## src/hw/rtl/eea_pkg.sv

```systemverilog
package eea_pkg;

   localparam int DataW  = 36;
   localparam int PhaseW = 34;
   localparam int TurnW  = 32;
   localparam int MaxStages = 24;

   typedef logic signed [DataW-1:0]  data_type;
   typedef logic signed [PhaseW-1:0] phase_type;
   typedef logic [TurnW-1:0]         turn_type;

   typedef enum logic [0:0] {
      REG_INCIDENCE = 1'b0,
      REG_TILT      = 1'b1
   } csr_index_type;

   localparam turn_type QuarterTurn = 32'h4000_0000;
   localparam turn_type HalfTurn    = 32'h8000_0000;
   localparam data_type OneQ30      = 36'sd1073741824;

   // Arctangent of 2^-i in units where 2^32 is one full turn.
   localparam longint AtanTab [MaxStages] = '{
      536870912, 316933406, 167458907, 85004756, 42667331, 21354465,
      10679838, 5340245, 2670163, 1335087, 667544, 333772, 166886, 83443,
      41722, 20861, 10430, 5215, 2608, 1304, 652, 326, 163, 81
   };

   // Inverse CORDIC gain in Q30 for a given number of iterations.
   function automatic int gain_kq(input int n);
      longint t;
      t = (longint'(434688583) + (longint'(1) <<< (2 * n - 1))) >>> (2 * n);
      return int'(longint'(652032874) + t);
   endfunction

endpackage

```

## src/hw/rtl/eea_gain.sv

```systemverilog
module eea_gain #(
   parameter int KQ = 652032874
) (
   input  logic              clock,
   input  logic              en,
   input  eea_pkg::data_type in_v,
   output eea_pkg::data_type out_v
);
   localparam int LoW = 18;
   localparam int HiW = eea_pkg::DataW - LoW;
   localparam int ProdW = 50;
   localparam int SumW = 68;
   localparam logic signed [31:0] KqS = 32'(KQ);

   logic signed [HiW-1:0]   v_hi;
   logic signed [LoW:0]     v_lo;
   logic signed [ProdW-1:0] p_hi_in, p_hi_ff, p_lo_in, p_lo_ff;
   logic signed [SumW-1:0]  sum;

   // The product is split in two partial products so that no multiplier
   // exceeds about 19 by 32 bits; they are summed in the next stage.
   assign v_hi = HiW'(in_v >>> LoW);
   assign v_lo = $signed({1'b0, in_v[LoW-1:0]});
   assign p_hi_in = ProdW'(v_hi) * ProdW'(KqS);
   assign p_lo_in = ProdW'(v_lo) * ProdW'(KqS);

   always_ff @(posedge clock) begin
      if (en) begin
         p_hi_ff <= p_hi_in;
         p_lo_ff <= p_lo_in;
      end
   end

   assign sum = (SumW'(p_hi_ff) <<< LoW) + SumW'(p_lo_ff) + (SumW'(1) <<< 29);

   always_ff @(posedge clock) begin
      if (en) begin
         out_v <= eea_pkg::DataW'(sum >>> 30);
      end
   end
endmodule

```

## config.mk

```make
export PLATFORM = sky130hd
export DESIGN_NAME = eea_gain
export DESIGN_NICKNAME = d
export VERILOG_FILES = /design/src/hw/rtl/eea_pkg.sv /design/src/hw/rtl/eea_gain.sv
export SDC_FILE = /design/constraint.sdc
export NUM_CORES = 1
export LEC_CHECK = 0
export ABC_AREA = 1
export BUFFER_PORTS_ARGS = -buffer_cell sky130_fd_sc_hd__buf_2
export CAP_MARGIN = 20
export CORE_UTILIZATION = 34
export CTS_BUF_LIST = sky130_fd_sc_hd__clkbuf_8
export CTS_CLUSTER_DIAMETER = 40
export CTS_CLUSTER_SIZE = 28
export DETAILED_ROUTE_END_ITERATION = 8
export SKIP_LAST_GASP = 1
export SYNTH_ARGS = -nofsm -noshare
export SYNTH_HDL_FRONTEND = slang
export SYNTH_SLANG_ARGS = --single-unit
```

## constraint.sdc

```tcl
create_clock -name clock -period 5.05 [get_ports clock]
set_input_delay 0.2525 -clock clock [delete_from_list [all_inputs] [get_ports clock]]
set_output_delay 0.2525 -clock clock [all_outputs]
set_load 0.01 [all_outputs]
```

==> results by stage <==
Global route:
- The largest net degree at the start of global routing is 62.
- The first global-routing pass estimated 122 mm of wire.
- The number of global-route vias before repair is 22100.
- The total global routing track utilization is 20.6%.
- The initial antenna violation count is 0.
- The overall overflow remaining after global route is 0.

Clock tree:
- Clock tree synthesis found a total of 112 sinks.
- The clock-pin slew on the worst setup and hold paths is 0.12 ns.
- The worst-case clock buffer depth is 2.
- For this design, the CTS-stage hold fixing added 0 buffers.
- The clock insertion delay at the later pin of the skew report is 0.41 ns.
- The cell at the root of the clock tree is clkbuf_8.
- Clock tree synthesis inserted a total of 9 buffers.
- The count of H-tree levels built during CTS is 3.
- The clock tree from TritonCTS is yes.

Critical path:
- The critical path contains buffers and inverters numbering 6 combined.
- Counting cells, the worst reg-to-reg path comes to 8.
- The startpoint identified for the worst register-to-register timing path is p_hi_ff[8].
- The critical path crosses 19 cells after its start point.
- STA puts the critical path data arrival time at 5.10 ns.
- The biggest cell delay along the critical path is 0.60 ns.
- The setup check on the worst reg-to-reg path leaves a slack of 2.31 ns.
- The slowest stage of the critical path is the fa_1 cell.
- The critical path is of the primary input to register type.
- The end of the worst register-to-register path is out_v[10].
- The capturing instance or port of the critical path is p_hi_ff[33].
- The kind of cell with the highest combined delay along the critical path is adder cells.
- Traced cell by cell, the critical path runs through buf_2, fa_1, inv_1, fa_1, inv_1, fa_1, fa_1, fa_1, inv_1, fa_1, inv_1, ha_1, nand2_2, o21ai_0, a21oi_1, buf_4, o21a_1, nand3_1, nand2_1.
- The critical path data required time is 5.21 ns.
- The most numerous cell type found on the critical path is fa_1.
- The startpoint type of the worst setup path is a primary input.
- In this run the worst setup path begins at in_v[27].
- Of all nets on the critical path, the largest fanout is 4.
- STA classifies the critical path endpoint as a register.

Synth:
- Summed over all instances, the cell type with the most area after synthesis is fa_1.
- For this run, the number of Yosys warnings is 0.
- In this run, synthesis produced a sequential element count of 112.
- Counting distinct cell types in the post-synthesis netlist gives 43.
- After synthesis, the mean cell area works out to 8.50 sq um.
- For this run, asynchronously set or reset flops after synthesis account for 0%.
- Among all flip-flop cells after synthesis, the most frequent one is edfxtp_1.
- The post-synthesis net count is 3915.
- The number of instances in the synthesized netlist is 3061.
- By area the synthesized netlist is led by fa_1 32%, ha_1 19%, edfxtp_1 13%, inv_1 12%, nand2_1 7.3%.
- The mapped netlist covers 26000 sq um.
- The synthesized design contains 112 enable-type register cells.
- Summed over its instances, the top area cell type makes up 32.2% of the synthesized netlist area.
- The sequential-to-total area share from yosys stat is 12.9%.

Detailed routing:
- The final route contains 21000 vias.
- For this run, design rule violations remaining after detail routing come to 0.
- The via count normalized by instance count is 4.63.
- The first TritonRoute pass finished after 5 iterations.
- The final routed wirelength across all metal layers is 78.4 mm.
- Dividing the detail-routed wire length by the instance count gives 17.3 um.
- Once detail routing completed, the nets flagged for antenna violations numbered 0.
- For this block, the initial DRC count from the detailed router was 1299.

Floorplanning:
- The overall die width is 279 um.
- The floorplan step defined a die boundary enclosing 77600 sq um.
- The site row count is 101.
- The boundary pin count is 74.
- In this run the vertical extent of the chip is 279 um.
- The initial standard-cell utilization of the core is 34.3%.
- The floorplan core area is 75800 sq um.

Timing:
- Setup violations remaining at the end of the flow were counted as 0.
- The worst slew margin relative to its limit is 46.6%.
- Setup repair after global routing could not meet its margin everywhere.
- The part of the cycle the worst path needs is 97.9%.
- The slew at the pin with the worst max-slew slack is 0.801 ns.
- The maximum clock skew at final layout is 0.0176 ns.
- The max-slew violation total from the final report is 0.
- The time the worst path needs with I/O delays and setup is 4.94 ns.
- The highest achievable clock rate is 202 MHz.
- The number of hold violations in the final report is 0.

Run:
- Across the run, the number of max-cap violations was 0.

Min path:
- In this run the most critical hold path is launched from in_v[19].
- The classification of the worst-slack hold path is primary input to register.

Cells and area:
- The number of antenna diodes in the final layout is 0.
- The layout overhead on the synthesized area is 21.6%.
- The area of all placed cells without fillers is 31600 sq um.
- The post-layout net count is 4407.
- The fraction of final layout cells sized beyond drive strength 1 is 21.1%.

Placement:
- Input and output buffers added on the ports amount to 73.
- The post-detailed-placement cell area is 30600 sq um.
- The sum of net half-perimeters after detailed placement is 71.7 mm.
- Routability-driven placement finished with a final weighted congestion of 0.974.

Status:
- The run finished with clean final reports.
[cells in the mapped netlist (2+ instances only)]
master    instances
a21boi_0          5
a21o_1            9
a21oi_1         151
a31oi_1           2
clkinv_1          3
edfxtp_1        112
fa_1            418
ha_1            398
inv_1           822
inv_2            18
nand2_1         509
nand2_2          12
nand3_1          93
nand3_2           7
nand3b_1          3
nand4_1          41
nor2_1          211
nor2_2           25
nor2_4            5
nor3_1           19
nor3_2            4
o211ai_1          2
o21a_1           10
o21ai_0          71
o21ai_1          18
o21ai_2           6
o21bai_1          9
or2_1             2
or2_2             6
xnor2_1          15
xor2_1           43
[logic make-up after synthesis]
logic type,after synthesis,share of synthesized area [%]
AND/OR/NAND/NOR,942,15.5
buffers and inverters,844,12.2
XOR/XNOR,58,1.95
adder cells (fa/ha/maj),816,51.3
AO/OA/AOI/OAI,289,6.09
flip-flops,112,12.9
[worst min-delay path by stage]
stage	endpoint	slack, ns	cells after the start
floorplan	p_hi_ff[1]	0.35	0
global placement	out_v[35]	0.57	2
detailed placement	out_v[35]	0.58	2
CTS	p_hi_ff[2]	0.26	2
global route	p_hi_ff[2]	0.25	2
finish	p_hi_ff[2]	0.28	2
[final cells by class]
cell class                 instances  area [sq um]
fill                            7709         44200
multi-input combinational       2105         20300
clock inverter                     7          66.3
sequential                       112          3360
clock buffer                       9           124
tap                              978          1220
timing repair buffer             482          3440
inverter                         843          3160
[metrics by stage]
| stage | cells | util [%] | hold WS [ns] | setup TNS (ns) | setup WS [ns] |
|---|---|---|---|---|---|
| floorplan | 3061 | - | 0.351 | 0 | 0.0527 |
| global placement | 4512 | 40.4 | 0.575 | -20.52 | -0.558 |
| detailed placement | 4512 | 40.4 | 0.583 | -20.23 | -0.482 |
| CTS | 4528 | 40.7 | 0.262 | -0.0292 | -0.0165 |
| global route | 4536 | 41.7 | 0.255 | -0.269 | -0.0476 |
| finish | 4536 | 41.7 | 0.278 | 0 | 0.106 |
[worst register-to-register path: stages (launching register included)]
cell and delay (ns):
edfxtp_1 0.44, ha_1 0.31, ha_1 0.33, nand2_1 0.11, o21ai_0 0.54, a21oi_1 0.19
nand2_1 0.28, a21oi_1 0.13, xnor2_1 0.16
[sequential cells by signal, summed over array words and instances, names as in the netlist]
| signal | count |
|---|---|
| p_hi_ff | 47 |
| out_v | 36 |
| p_lo_ff | 29 |
[routing by layer]
| metal | wire, um | GRT usage [%] | part of all wire, % | vias up |
|---|---|---|---|---|
| li1 | - | - | - | 10400 |
| met2 | 37400 | 35.4 | 48 | 480 |
| met5 | 0 | 0 | 0 | - |
| met3 | 3490 | 2.11 | 4.4 | 94 |
| met4 | 1840 | 4.66 | 2.4 | 0 |
| met1 | 35700 | 27.9 | 46 | 10000 |
[cell usage in the layout, fill, tap and decap left out, types with 15 or more instances in the layout]
cell type | netlist | layout
nor2_2 | 25 | 53
buf_4 | 0 | 410
o21ai_0 | 71 | 53
nor2_4 | 5 | 16
nand2_1 | 509 | 490
inv_1 | 822 | 820
nand2_2 | 12 | 31
fa_1 | 418 | 405
xor2_1 | 43 | 42
xnor2_1 | 15 | 15
a21oi_2 | 1 | 38
ha_1 | 398 | 363
nor2_1 | 211 | 172
a21oi_1 | 151 | 112
nand3_1 | 93 | 88
nand4_1 | 41 | 41
ha_4 | 0 | 22
buf_2 | 1 | 71
inv_2 | 18 | 21
o21ai_1 | 18 | 32
edfxtp_1 | 112 | 112
[repair_timing]
item                                   4_1_cts  5_1_grt
pin swaps                                    1       34
setup buffers                                0        8
setup endpoints to repair                    7       51
endpoints found under the hold margin        0        0
gates resized for setup                      9      196
Power is left out: the tool's default activity adds up to more than one toggle a clock period on the data nets, which glitch-free logic cannot reach.
